### config.mk
export PLATFORM = sky130hd
export DESIGN_NAME = ice_layer_force_detector_unit
export DESIGN_NICKNAME = d
export VERILOG_FILES = /design/src/rtl/ilfd_pkg.sv /design/src/rtl/ilfd_thresh.sv /design/src/rtl/ilfd_ctrl.sv /design/src/rtl/ice_layer_force_detector_unit.sv
export VERILOG_INCLUDE_DIRS = /design/src /design/src/rtl
export SDC_FILE = /design/constraint.sdc
export NUM_CORES = 1
export LEC_CHECK = 0
export BUFFER_PORTS_ARGS = -buffer_cell sky130_fd_sc_hd__buf_2
export CAP_MARGIN = 15
export CORE_UTILIZATION = 50
export DETAILED_ROUTE_END_ITERATION = 7
export PLACE_DENSITY = 0.79
export SYNTH_ARGS = -nofsm -noshare
export SYNTH_HDL_FRONTEND = slang
export SYNTH_SLANG_ARGS = --single-unit
### constraint.sdc
create_clock -name i_clk -period 11.24 [get_ports i_clk]
set_input_delay 0.562 -clock i_clk [delete_from_list [all_inputs] [get_ports i_clk]]
set_output_delay 0.562 -clock i_clk [all_outputs]
set_load 0.02 [all_outputs]
### src/rtl/ice_layer_force_detector_unit_assert.svh
// assertion macros shared by the ice layer force detector rtl
`ifndef ICE_LAYER_FORCE_DETECTOR_UNIT_ASSERT_SVH
`define ICE_LAYER_FORCE_DETECTOR_UNIT_ASSERT_SVH

// same-cycle implication, sampled on i_clk, off while i_rst_n is low
`define ILFD_ASSERT_NOW(lbl, ante, cons) \
    lbl: assert property (@(posedge i_clk) disable iff (!i_rst_n) (ante) |-> (cons)) \
        else $error("ice detector check failed");

// next-cycle implication, sampled on i_clk, off while i_rst_n is low
`define ILFD_ASSERT_NEXT(lbl, ante, cons) \
    lbl: assert property (@(posedge i_clk) disable iff (!i_rst_n) (ante) |=> (cons)) \
        else $error("ice detector check failed");

`endif

### src/rtl/ilfd_pkg.sv
// types, constants and register codes of the ice layer force detector
`default_nettype none

package ilfd_pkg;

    // sample and register widths
    localparam int DATA_W  = 16;
    localparam int RATIO_W = 6;
    localparam int LEN_W   = 16;
    localparam int CFG_W   = 16;
    localparam int IDX_W   = 2;

    // default baseline length in samples
    localparam int ILFD_BASELINE_SAMPLES = 5;

    // stream packing
    localparam int S_TDATA_W = 2 * DATA_W;
    localparam int M_TDATA_W = 24;

    // register reset values
    localparam logic [RATIO_W-1:0] ENTER_RESET = RATIO_W'(13);
    localparam logic [RATIO_W-1:0] EXIT_RESET  = RATIO_W'(11);
    localparam logic [LEN_W-1:0]   MIN_RESET   = LEN_W'(4);

    // register indexes
    localparam logic [IDX_W-1:0] CFG_ENTER_RATIO = IDX_W'(0);
    localparam logic [IDX_W-1:0] CFG_EXIT_RATIO  = IDX_W'(1);
    localparam logic [IDX_W-1:0] CFG_MIN_ICE     = IDX_W'(2);

    typedef enum logic [1:0] {
        V_UNSAFE       = 2'd0,
        V_SAFE         = 2'd1,
        V_INCONCLUSIVE = 2'd2
    } t_verdict;

    typedef enum logic [2:0] {
        PH_SEEK_MOVE  = 3'd0,
        PH_BASELINE   = 3'd1,
        PH_SEEK_START = 3'd2,
        PH_SEEK_END   = 3'd3,
        PH_DONE       = 3'd4
    } t_phase;

    // threshold compare results for the current force
    typedef struct packed {
        logic above_enter;
        logic below_exit;
    } t_thresh_flags;

    // control status seen by the top level
    typedef struct packed {
        t_phase   phase;
        t_verdict verdict;
    } t_ctrl_stat;

endpackage

`default_nettype wire

### src/rtl/ilfd_thresh.sv
// exact ice start and ice end threshold compares by cross multiplication
`default_nettype none

module ilfd_thresh
    import ilfd_pkg::*;
#(
    parameter int BASELINE_SAMPLES = ILFD_BASELINE_SAMPLES
) (
    input  wire logic signed [DATA_W-1:0]                                i_force,
    input  wire logic signed [DATA_W+$clog2(BASELINE_SAMPLES)-1:0]       i_sum,
    input  wire logic        [RATIO_W-1:0]                               i_enter_ratio,
    input  wire logic        [RATIO_W-1:0]                               i_exit_ratio,
    output t_thresh_flags                                                o_flags
);

    localparam int SUM_W       = DATA_W + $clog2(BASELINE_SAMPLES);
    localparam int CMP_W       = SUM_W + 9;
    localparam int FORCE_SCALE = 10 * BASELINE_SAMPLES;

    logic signed [CMP_W-1:0] w_force_x;
    logic signed [CMP_W-1:0] w_sum_x;
    logic signed [CMP_W-1:0] w_scale;
    logic signed [CMP_W-1:0] w_enter_x;
    logic signed [CMP_W-1:0] w_exit_x;
    logic signed [CMP_W-1:0] w_lhs;
    logic signed [CMP_W-1:0] w_rhs_enter;
    logic signed [CMP_W-1:0] w_rhs_exit;

    // sign extend force and sum, zero extend ratios to the compare width
    assign w_force_x = {{(CMP_W-DATA_W){i_force[DATA_W-1]}}, i_force};
    assign w_sum_x   = {{(CMP_W-SUM_W){i_sum[SUM_W-1]}}, i_sum};
    assign w_scale   = CMP_W'(FORCE_SCALE);
    assign w_enter_x = {{(CMP_W-RATIO_W){1'b0}}, i_enter_ratio};
    assign w_exit_x  = {{(CMP_W-RATIO_W){1'b0}}, i_exit_ratio};

    // force times ten times baseline length against sum times ratio
    assign w_lhs       = w_force_x * w_scale;
    assign w_rhs_enter = w_sum_x * w_enter_x;
    assign w_rhs_exit  = w_sum_x * w_exit_x;

    assign o_flags.above_enter = (w_lhs > w_rhs_enter);
    assign o_flags.below_exit  = (w_lhs < w_rhs_exit);

endmodule

`default_nettype wire

### src/rtl/ilfd_ctrl.sv
// phase sequencer with baseline sum, ice counter and latched verdict
`default_nettype none

module ilfd_ctrl
    import ilfd_pkg::*;
#(
    parameter int BASELINE_SAMPLES = ILFD_BASELINE_SAMPLES
) (
    input  wire logic                                              i_clk,
    input  wire logic                                              i_rst_n,
    input  wire logic                                              i_step,
    input  wire logic signed [DATA_W-1:0]                          i_dist,
    input  wire logic signed [DATA_W-1:0]                          i_force,
    input  wire t_thresh_flags                                     i_flags,
    input  wire logic        [LEN_W-1:0]                           i_min_ice,
    output logic signed [DATA_W+$clog2(BASELINE_SAMPLES)-1:0]      o_sum,
    output t_verdict                                               o_verdict,
    output logic        [LEN_W-1:0]                                o_len,
    output t_ctrl_stat                                             o_stat
);

    localparam int SUM_W = DATA_W + $clog2(BASELINE_SAMPLES);
    localparam int CNT_W = $clog2(BASELINE_SAMPLES + 1);

    t_phase                   r_phase,   n_phase;
    logic [CNT_W-1:0]         r_cnt,     n_cnt;
    logic signed [SUM_W-1:0]  r_sum,     n_sum;
    logic [LEN_W-1:0]         r_ice,     n_ice;
    t_verdict                 r_verdict, n_verdict;

    logic signed [SUM_W-1:0]  w_force_x;
    logic [CNT_W:0]           w_cnt_inc;
    logic [LEN_W-1:0]         w_ice_inc;

    assign w_force_x = {{(SUM_W-DATA_W){i_force[DATA_W-1]}}, i_force};
    assign w_cnt_inc = {1'b0, r_cnt} + (CNT_W+1)'(1);
    // ice length saturates at full scale
    assign w_ice_inc = (r_ice == {LEN_W{1'b1}}) ? r_ice : r_ice + LEN_W'(1);

    // state registers, advanced once per processed item
    always_ff @(posedge i_clk) begin
        if (!i_rst_n) begin
            r_phase   <= PH_SEEK_MOVE;
            r_cnt     <= '0;
            r_sum     <= '0;
            r_ice     <= '0;
            r_verdict <= V_INCONCLUSIVE;
        end else if (i_step) begin
            r_phase   <= n_phase;
            r_cnt     <= n_cnt;
            r_sum     <= n_sum;
            r_ice     <= n_ice;
            r_verdict <= n_verdict;
        end
    end

    // next state for the item now at the input register
    always_comb begin
        n_phase   = r_phase;
        n_cnt     = r_cnt;
        n_sum     = r_sum;
        n_ice     = r_ice;
        n_verdict = r_verdict;
        unique case (r_phase)
            PH_SEEK_MOVE: begin
                if (i_dist > 0) begin
                    n_sum   = w_force_x;
                    n_cnt   = CNT_W'(1);
                    n_phase = (BASELINE_SAMPLES <= 1) ? PH_SEEK_START : PH_BASELINE;
                end
            end
            PH_BASELINE: begin
                n_sum = r_sum + w_force_x;
                n_cnt = w_cnt_inc[CNT_W-1:0];
                if (w_cnt_inc >= (CNT_W+1)'(BASELINE_SAMPLES)) begin
                    n_phase = PH_SEEK_START;
                end
            end
            PH_SEEK_START: begin
                if (i_flags.above_enter) begin
                    n_ice = '0;
                    // start sample may close the ice at length zero
                    if (i_flags.below_exit) begin
                        n_verdict = V_UNSAFE;
                        n_phase   = PH_DONE;
                    end else begin
                        n_phase = PH_SEEK_END;
                    end
                end
            end
            PH_SEEK_END: begin
                n_ice = w_ice_inc;
                if (i_flags.below_exit) begin
                    n_verdict = (w_ice_inc > i_min_ice) ? V_SAFE : V_UNSAFE;
                    n_phase   = PH_DONE;
                end
            end
            default: begin
            end
        endcase
    end

    // result for this item
    assign o_sum     = r_sum;
    assign o_verdict = n_verdict;
    assign o_len     = (n_phase == PH_SEEK_END || n_phase == PH_DONE) ? n_ice : '0;

    assign o_stat.phase   = r_phase;
    assign o_stat.verdict = r_verdict;

endmodule

`default_nettype wire

### src/rtl/ice_layer_force_detector_unit.sv
// top level of the ice layer force detector: registers, handshakes and checks
//
//  channel   dir  handshake                 payload
//  s stream  in   i_s_tvalid/o_s_tready     i_s_tdata: distance, force
//  m stream  out  o_m_tvalid/i_m_tready     o_m_tdata: verdict, ice length
//  config    in   i_cfg_valid/o_cfg_ready   i_cfg_index, i_cfg_data
//
// one item per cycle sustained while the result side is not stalled; an item
// passes from the input register to the result register through the
// threshold multipliers and the phase logic between the two registers.
// synchronous active-low reset restores phase, counters and register defaults.
// a stalled result holds the input register; the input side stays ready while
// the input register is empty or moves on.
`default_nettype none

`include "ice_layer_force_detector_unit_assert.svh"

module ice_layer_force_detector_unit
    import ilfd_pkg::*;
#(
    parameter int BASELINE_SAMPLES = ILFD_BASELINE_SAMPLES
) (
    input  wire logic                  i_clk,
    input  wire logic                  i_rst_n,
    input  wire logic                  i_s_tvalid,
    output logic                       o_s_tready,
    input  wire logic [S_TDATA_W-1:0]  i_s_tdata,   // actuator_distance, drill_force
    output logic                       o_m_tvalid,
    input  wire logic                  i_m_tready,
    output logic [M_TDATA_W-1:0]       o_m_tdata,   // verdict, ice_length, zero pad
    input  wire logic                  i_cfg_valid,
    output logic                       o_cfg_ready,
    input  wire logic [IDX_W-1:0]      i_cfg_index,
    input  wire logic [CFG_W-1:0]      i_cfg_data
);

    localparam int SUM_W = DATA_W + $clog2(BASELINE_SAMPLES);
    localparam int PAD_W = M_TDATA_W - 2 - LEN_W;

    logic [RATIO_W-1:0]       r_enter_ratio;
    logic [RATIO_W-1:0]       r_exit_ratio;
    logic [LEN_W-1:0]         r_min_ice;

    logic                     r_in_valid;
    logic signed [DATA_W-1:0] r_in_dist;
    logic signed [DATA_W-1:0] r_in_force;

    logic                     r_out_valid;
    t_verdict                 r_out_verdict;
    logic [LEN_W-1:0]         r_out_len;

    logic                     w_advance;
    logic signed [SUM_W-1:0]  w_sum;
    t_thresh_flags            w_flags;
    t_verdict                 w_verdict;
    logic [LEN_W-1:0]         w_len;
    t_ctrl_stat               w_stat;

    // configuration registers
    assign o_cfg_ready = 1'b1;

    always_ff @(posedge i_clk) begin
        if (!i_rst_n) begin
            r_enter_ratio <= ENTER_RESET;
            r_exit_ratio  <= EXIT_RESET;
            r_min_ice     <= MIN_RESET;
        end else if (i_cfg_valid && o_cfg_ready) begin
            unique case (i_cfg_index)
                CFG_ENTER_RATIO: r_enter_ratio <= i_cfg_data[RATIO_W-1:0];
                CFG_EXIT_RATIO:  r_exit_ratio  <= i_cfg_data[RATIO_W-1:0];
                CFG_MIN_ICE:     r_min_ice     <= i_cfg_data[LEN_W-1:0];
                default: begin
                end
            endcase
        end
    end

    // handshake between input register and result register
    assign w_advance  = r_in_valid && (!r_out_valid || i_m_tready);
    assign o_s_tready = !r_in_valid || w_advance;

    // input register
    always_ff @(posedge i_clk) begin
        if (!i_rst_n) begin
            r_in_valid <= 1'b0;
        end else if (o_s_tready) begin
            r_in_valid <= i_s_tvalid;
        end
    end

    always_ff @(posedge i_clk) begin
        if (i_s_tvalid && o_s_tready) begin
            r_in_dist  <= i_s_tdata[DATA_W-1:0];
            r_in_force <= i_s_tdata[2*DATA_W-1:DATA_W];
        end
    end

    // threshold compares
    ilfd_thresh #(
        .BASELINE_SAMPLES (BASELINE_SAMPLES)
    ) u_thresh (
        .i_force       (r_in_force),
        .i_sum         (w_sum),
        .i_enter_ratio (r_enter_ratio),
        .i_exit_ratio  (r_exit_ratio),
        .o_flags       (w_flags)
    );

    // phase sequencer
    ilfd_ctrl #(
        .BASELINE_SAMPLES (BASELINE_SAMPLES)
    ) u_ctrl (
        .i_clk     (i_clk),
        .i_rst_n   (i_rst_n),
        .i_step    (w_advance),
        .i_dist    (r_in_dist),
        .i_force   (r_in_force),
        .i_flags   (w_flags),
        .i_min_ice (r_min_ice),
        .o_sum     (w_sum),
        .o_verdict (w_verdict),
        .o_len     (w_len),
        .o_stat    (w_stat)
    );

    // result register
    always_ff @(posedge i_clk) begin
        if (!i_rst_n) begin
            r_out_valid <= 1'b0;
        end else if (w_advance) begin
            r_out_valid <= 1'b1;
        end else if (i_m_tready) begin
            r_out_valid <= 1'b0;
        end
    end

    always_ff @(posedge i_clk) begin
        if (w_advance) begin
            r_out_verdict <= w_verdict;
            r_out_len     <= w_len;
        end
    end

    assign o_m_tvalid = r_out_valid;
    assign o_m_tdata  = {{PAD_W{1'b0}}, r_out_len, r_out_verdict};

    // a finished run always carries a decided verdict
    `ILFD_ASSERT_NOW(a_done_has_verdict, w_stat.phase == PH_DONE,
        w_stat.verdict != V_INCONCLUSIVE)
    // the done phase is never left
    `ILFD_ASSERT_NEXT(a_done_sticks, w_stat.phase == PH_DONE, w_stat.phase == PH_DONE)
    // a held item stays in the input register unchanged
    `ILFD_ASSERT_NEXT(a_in_held, r_in_valid && !w_advance,
        r_in_valid && $stable(r_in_force) && $stable(r_in_dist))

endmodule

`default_nettype wire
After elaboration in Yosys (flattened, before gate mapping) --
Index checks and enable logic that the tools add are counted. W data, S select, Z words.
Word-level totals: bits of input ports 55, logic and storage cells 69, bits in registers 123, output and inout bits 27
Operators by class: $lt $le $gt $ge 5, $add $sub $neg 3, multipliers 3, reduce and logical (&&, ||, !) cells 15, mux-type cells 20, eq/ne operators 9
Operator list (count):
- $mul A19 B7 Y26 | 2
- $pmux W19 S2 | 1
- $mux W16 | 2
- $pmux W16 S2 | 1
- $gt A28 B28 Y1 | 1
- $lt A28 B28 Y1 | 1
- $mul A16 B6 Y22 const B | 1
- $add A19 B16 Y19 | 1
- $mux W19 | 1
- $mux W3 | 6
- $add A16 B1 Y16 const B | 1
- $eq A16 B16 Y1 const B | 1
- $gt A16 B1 Y1 const B | 1
- $gt A16 B16 Y1 | 1
- $pmux W3 S4 | 1
- $eq A3 B2 Y1 const B | 3
- $mux W2 | 3
- $pmux W3 S2 | 1
- $reduce_and A2 Y1 | 3
- $add A3 B1 Y4 const B | 1
- $ge A4 B3 Y1 const B | 1
- $pmux W2 S2 | 1
- $reduce_bool A2 Y1 | 2
- $eq A3 B1 Y1 const B | 1
- 11 further kinds | 17

Logic depth before layout (Yosys ltp) --
word-level depth 7, mapped depth 29, depth with buffers taken out 27

Modules after synthesis --
Synthesis repeated with hierarchy kept, for this count alone.
Second synthesis, totals: cells, all modules 2053, area, all modules 17890.9 um^2
By module, submodules not included:
- ilfd_thresh | instances 1, area an instance 11209.5 um^2, cells an instance 1328
- ilfd_ctrl | instances 1, area an instance 3917.5 um^2, cells an instance 543
- ice_layer_force_detector_unit | instances 1, area an instance 2763.9 um^2, cells an instance 182

Least setup slack after synthesis --
OpenSTA, ideal clock, no wires.
path kind register to register, from register r_enter_ratio[3], to register r_out_len[11] (data pin), clock period less this slack 6.551 ns, data arrival time 6.285 ns, required time 10.974 ns, path buffers 2, stages on the path, launching flop included 29, setup slack 4.689 ns, setup time 0.266 ns, cells stage by stage dfxtp_1 clkbuf_1 and2_1 fa_1 inv_1 fa_1 inv_1 fa_1 inv_1 fa_1 inv_1 ha_1 o311a_1 a221o_1 a222oi_1 nand2_1 a31oi_1 o21bai_1 xnor2_1 ha_1 nand4_1 or2_2 nor3_1 nand3_1 nand3_1 o31a_1 buf_2 nor2b_1 nor2_1
Between the ends: longest elaborated chain between the ends 6, elaborated cells on any way between the ends 9, classes of those cells mul (1); order compare (1); eq/ne (2); mux (4); reduce/logical (1)
Ends and longest elaborated chain:
- start: declaration | line ice_layer_force_detector_unit.sv:40 | logic [RATIO_W-1:0] r_enter_ratio;
- start signal: assignment | line ice_layer_force_detector_unit.sv:69 | CFG_ENTER_RATIO: r_enter_ratio <= i_cfg_data[RATIO_W-1:0];
- $mul A19 B7 Y26 * | line ilfd_thresh.sv:38 | assign w_rhs_enter = w_sum_x * w_enter_x;
- $gt A28 B28 Y1 * | line ilfd_thresh.sv:41 | assign o_flags.above_enter = (w_lhs > w_rhs_enter);
- $mux W3 | line ilfd_ctrl.sv:80 | if (i_flags.above_enter) begin
- $pmux W3 S4 | line ilfd_ctrl.sv:64 | unique case (r_phase)
- $eq A3 B2 Y1 / $eq A3 B3 Y1 (equally long branches) | line ilfd_ctrl.sv:106 | assign o_len = (n_phase == PH_SEEK_END || n_phase == PH_DONE) ? n_ice : '0;
- $logic_or A1 B1 Y1 | line ilfd_ctrl.sv:106
- end signal: assignment | line ice_layer_force_detector_unit.sv:140 | r_out_len <= w_len;
- end: declaration | line ice_layer_force_detector_unit.sv:50 | logic [LEN_W-1:0] r_out_len;
Mark *: on every way between the ends. The rest lies on a longest branch, timed or not. A chain may end at the register's enable or synchronous reset.

Final worst setup path --
from register r_enter_ratio[2], to register u_ctrl.r_ice[4]
Between the ends: longest elaborated chain between the ends 4
Ends and longest elaborated chain:
- $mul A19 B7 Y26 | line ilfd_thresh.sv:38
- $gt A28 B28 Y1 | line ilfd_thresh.sv:41
- $mux W16 | line ilfd_ctrl.sv:80
- $pmux W16 S2 | line ilfd_ctrl.sv:64
- end signal: assignment | line ilfd_ctrl.sv:52 | r_ice <= n_ice;
- end: declaration | line ilfd_ctrl.sv:28 | logic [LEN_W-1:0] r_ice, n_ice;
Every way passes these cells.

==> results.sh <==
export IMPL_outcome="finished, final reports clean"
export IMPL_busiest_layer="met2"
export IMPL_path_max_fanout=20
export IMPL_endpoint="u_ctrl.r_ice[4]"
export IMPL_p_leak_uw=0.00923
export IMPL_critical_path_slowest_cell="nor2_1"
export IMPL_drt_initial_drc_count=812
export IMPL_startpoint="r_enter_ratio[2]"
export IMPL_syn_area_per_cell_um2=8.67
export IMPL_dieHeight_um=188
export IMPL_syn_area_um2=17400
export IMPL_drt_first_pass_iters=5
export IMPL_numCtsBuffers=17
export IMPL_die_w_um=188
export IMPL_hold_class="input port to flop"
export IMPL_synthCells=2005
export IMPL_synth_flop_cell="dfxtp_1"
export IMPL_path_depth=24
export IMPL_path_common_cell="fa_1"
export IMPL_final_antenna_net_count=0
export IMPL_yosysMostFrequentCell="inv_1"
export IMPL_antenna_found_initial=0
export IMPL_critPathTopFamily="adder cells"
export IMPL_rsz0062_at_grt="no"
export IMPL_clk_pin_slew_ns=0.07
export IMPL_dp_hpwl_um=32300
export IMPL_async_reset_ff_share_pct=0
export IMPL_postCtsResizedCells=0
export IMPL_layout_setup_ws_ns=3.43
export IMPL_worst_pin_slew_ns=1.04
export IMPL_numClockSinks=123
export IMPL_post_cts_setup_buffers=0
export IMPL_cts_max_path_buffers=2
export IMPL_ctsHoldBuffers=0
export IMPL_grt_max_degree=44
export IMPL_fin_nets=2499
export IMPL_yosysTopAreaCell="fa_1"
export IMPL_yosysUniqueCellTypes=75
export IMPL_io_pins=82
export IMPL_grt_pass1_wl_um=67700
export IMPL_slew_viol_final=0
export IMPL_crit_type="flop to flop"
export IMPL_clk_latency_ns=0.44
export IMPL_drt_wirelength_per_cell_um=16.1
export IMPL_met3_usage_pct=3.22
export IMPL_cts_root_buf="clkbuf_16"
export IMPL_n_antenna_cell=0
export IMPL_syn_to_final_growth_pct=7.39
export IMPL_routed_via_density=5.59
export IMPL_fin_crit_ns=7.81
export IMPL_ys_top_cells_by_area="fa_1 20%, ha_1 17%, edfxtp_1 8.6%"
export IMPL_slew_headroom_pct=30.2
export IMPL_fin_worst_skew_ns=0.0187
export IMPL_critPathMaxStageDelay_ns=0.75
export IMPL_crit_chain="and2_1, fa_1, fa_1, fa_1, inv_1, fa_1, inv_1, ha_1, and2_1, a221oi_1, o21ai_0, a222oi_1, nand2_1, a31oi_1, o21bai_1, xnor2_1, ha_1, nand4_1, or2_2, nor3_1, a221oi_1, o31a_1, nor2_1, o21ai_0"
export IMPL_cts_tree="yes"
export IMPL_synth_edf_count=50
export IMPL_route_detailed_drc=0
export IMPL_hold_viol=0
export IMPL_rr_endpoint="u_ctrl.r_ice[4]"
export IMPL_rrSetupSlack_ns=3.43
export IMPL_drive_gt1_share_pct=6.31
export IMPL_yosys_warnings=0
export IMPL_crit_path_start_kind="flop"
export IMPL_crit_buf_inv=2
export IMPL_synth_top_cells_by_count="311 x inv_1, 241 x ha_1, 191 x and2_1"
export IMPL_power_density_nw_per_um2=112
export IMPL_gp_congestion=0.907
export IMPL_ys_ff_latch=123
export IMPL_setup_violations=0
export IMPL_cp_data_arrival_time_ns=8.09
export IMPL_finalSetupTns_ns=0
export IMPL_grt_use_total_pct=23.5
export IMPL_die_area_um2=35500
export IMPL_r2r_start="r_enter_ratio[2]"
export IMPL_peakVddDrop_mv=0.137
export IMPL_max_cap_viol_count=0
export IMPL_synth_top_area_share_pct=19.9
export IMPL_cp_required_ns=11.52
export IMPL_grt_overflow=0
export IMPL_coreArea_um2=33900
export IMPL_r2r_cells=24
export IMPL_grt_pass1_vias=14000
export IMPL_rows=67
export IMPL_dp_slack_ns=3.51
export IMPL_io_buffers=74
export IMPL_cts_max_level=4
export IMPL_post_route_period_util_pct=69.5
export IMPL_end_kind="flop"
export IMPL_max_freq_mhz=128
export IMPL_wirelength_um=40200
export IMPL_start_util_pct=51.3
export IMPL_grt_use_met2_pct=39.5
export IMPL_ys_seq_area_share_pct=17.0
export IMPL_dr_total_vias=13900
export IMPL_use_met1_pct=31.8
-- per-stage QoR --
stage | instance area [um^2] | util (%) | power (uW) | hold WS (ns) | instances
2_1_floorplan | 17400 | - | 1250 | 0.436 | 2010
3_3_place_gp | 18000 | 53.3 | 1460 | 0.445 | 2458
3_5_place_dp | 18000 | 53.3 | 1510 | 0.450 | 2458
4_1_cts | 18700 | 55.1 | 2100 | 0.292 | 2490
5_1_grt | 18700 | 55.1 | 2260 | 0.292 | 2491
6_report | 18700 | 55.1 | 2100 | 0.305 | 2491
-- cells in the final DEF, fill, tap and decap left out, types with 6 or more instances in the layout --
master,count
nand2b_1,12
a21o_1,43
nand2_1,169
nor3_1,30
and3_1,8
inv_1,311
edfxtp_1,50
dfxtp_1,73
o21ai_1,6
clkbuf_16,18
a211oi_1,11
and2_1,191
nor2_1,80
xnor2_1,57
o211ai_1,10
xor2_1,28
nand3_1,33
buf_4,7
nor4_1,9
nor2b_1,16
a21oi_1,104
conb_1,7
nand4_1,14
mux2i_1,14
o21ai_0,81
a22oi_1,6
o21bai_1,12
fa_1,173
o31ai_1,10
ha_1,241
buf_2,75
a31oi_1,12
o22ai_1,12
o21a_1,22
or3_1,7
-- power by group --
part           total (uW)  switching, uW  internal [uW]
Sequential            524           39.9            484
Clock                 585            235            350
Combinational         990            574            416
Total                2100            849           1250
-- cell type report --
cell class	count	area, um^2
clock buffer	18	450
clock inverter	14	173
fill	3035	15200
inverter	314	1180
multi-input combinational	1492	12900
sequential	123	2960
tap	448	561
timing repair buffer	82	428
-- cells by family after synthesis --
kind of cell               Yosys count  share of synthesized area [%]
xor gates and xnor gates            86                           4.38
DFF                                123                           17.0
other                                2                         0.0432
adders and majority gates          414                           37.3
muxes                               14                          0.806
buffers and inverters              395                           8.78
and+or+nand+nor                    594                           17.7
AOI/OAI and AO/OA                  377                           14.0
-- metal layers --
metal	part of all wire (%)	wire length, um
met1	45	18000
met2	48	19400
met3	5.9	2360
met4	1.2	466
met5	0	0
-- how the worst min path moves through the flow --
stage | start | end | slack [ns] | cells after the start
2_1_floorplan | r_min_ice[10] | r_min_ice[10] | 0.44 | 2
5_1_grt | i_s_tdata[18] | r_in_force[2] | 0.29 | 1
6_report | i_s_tdata[18] | r_in_force[2] | 0.30 | 1
4_1_cts | i_s_tdata[5] | r_in_dist[5] | 0.29 | 1
3_5_place_dp | r_min_ice[12] | r_min_ice[12] | 0.45 | 2
3_3_place_gp | r_min_ice[13] | r_min_ice[13] | 0.44 | 2
-- flip-flops by register name (all words and copies together) (netlist names), 6 cells and up --
register and flops:
u_ctrl.o_sum 19, r_in_dist 16, r_in_force 16, r_min_ice 16, r_out_len 16, u_ctrl.r_ice 16, r_enter_ratio 6, r_exit_ratio 6
Note: power is estimated with default switching activity, not from simulation.
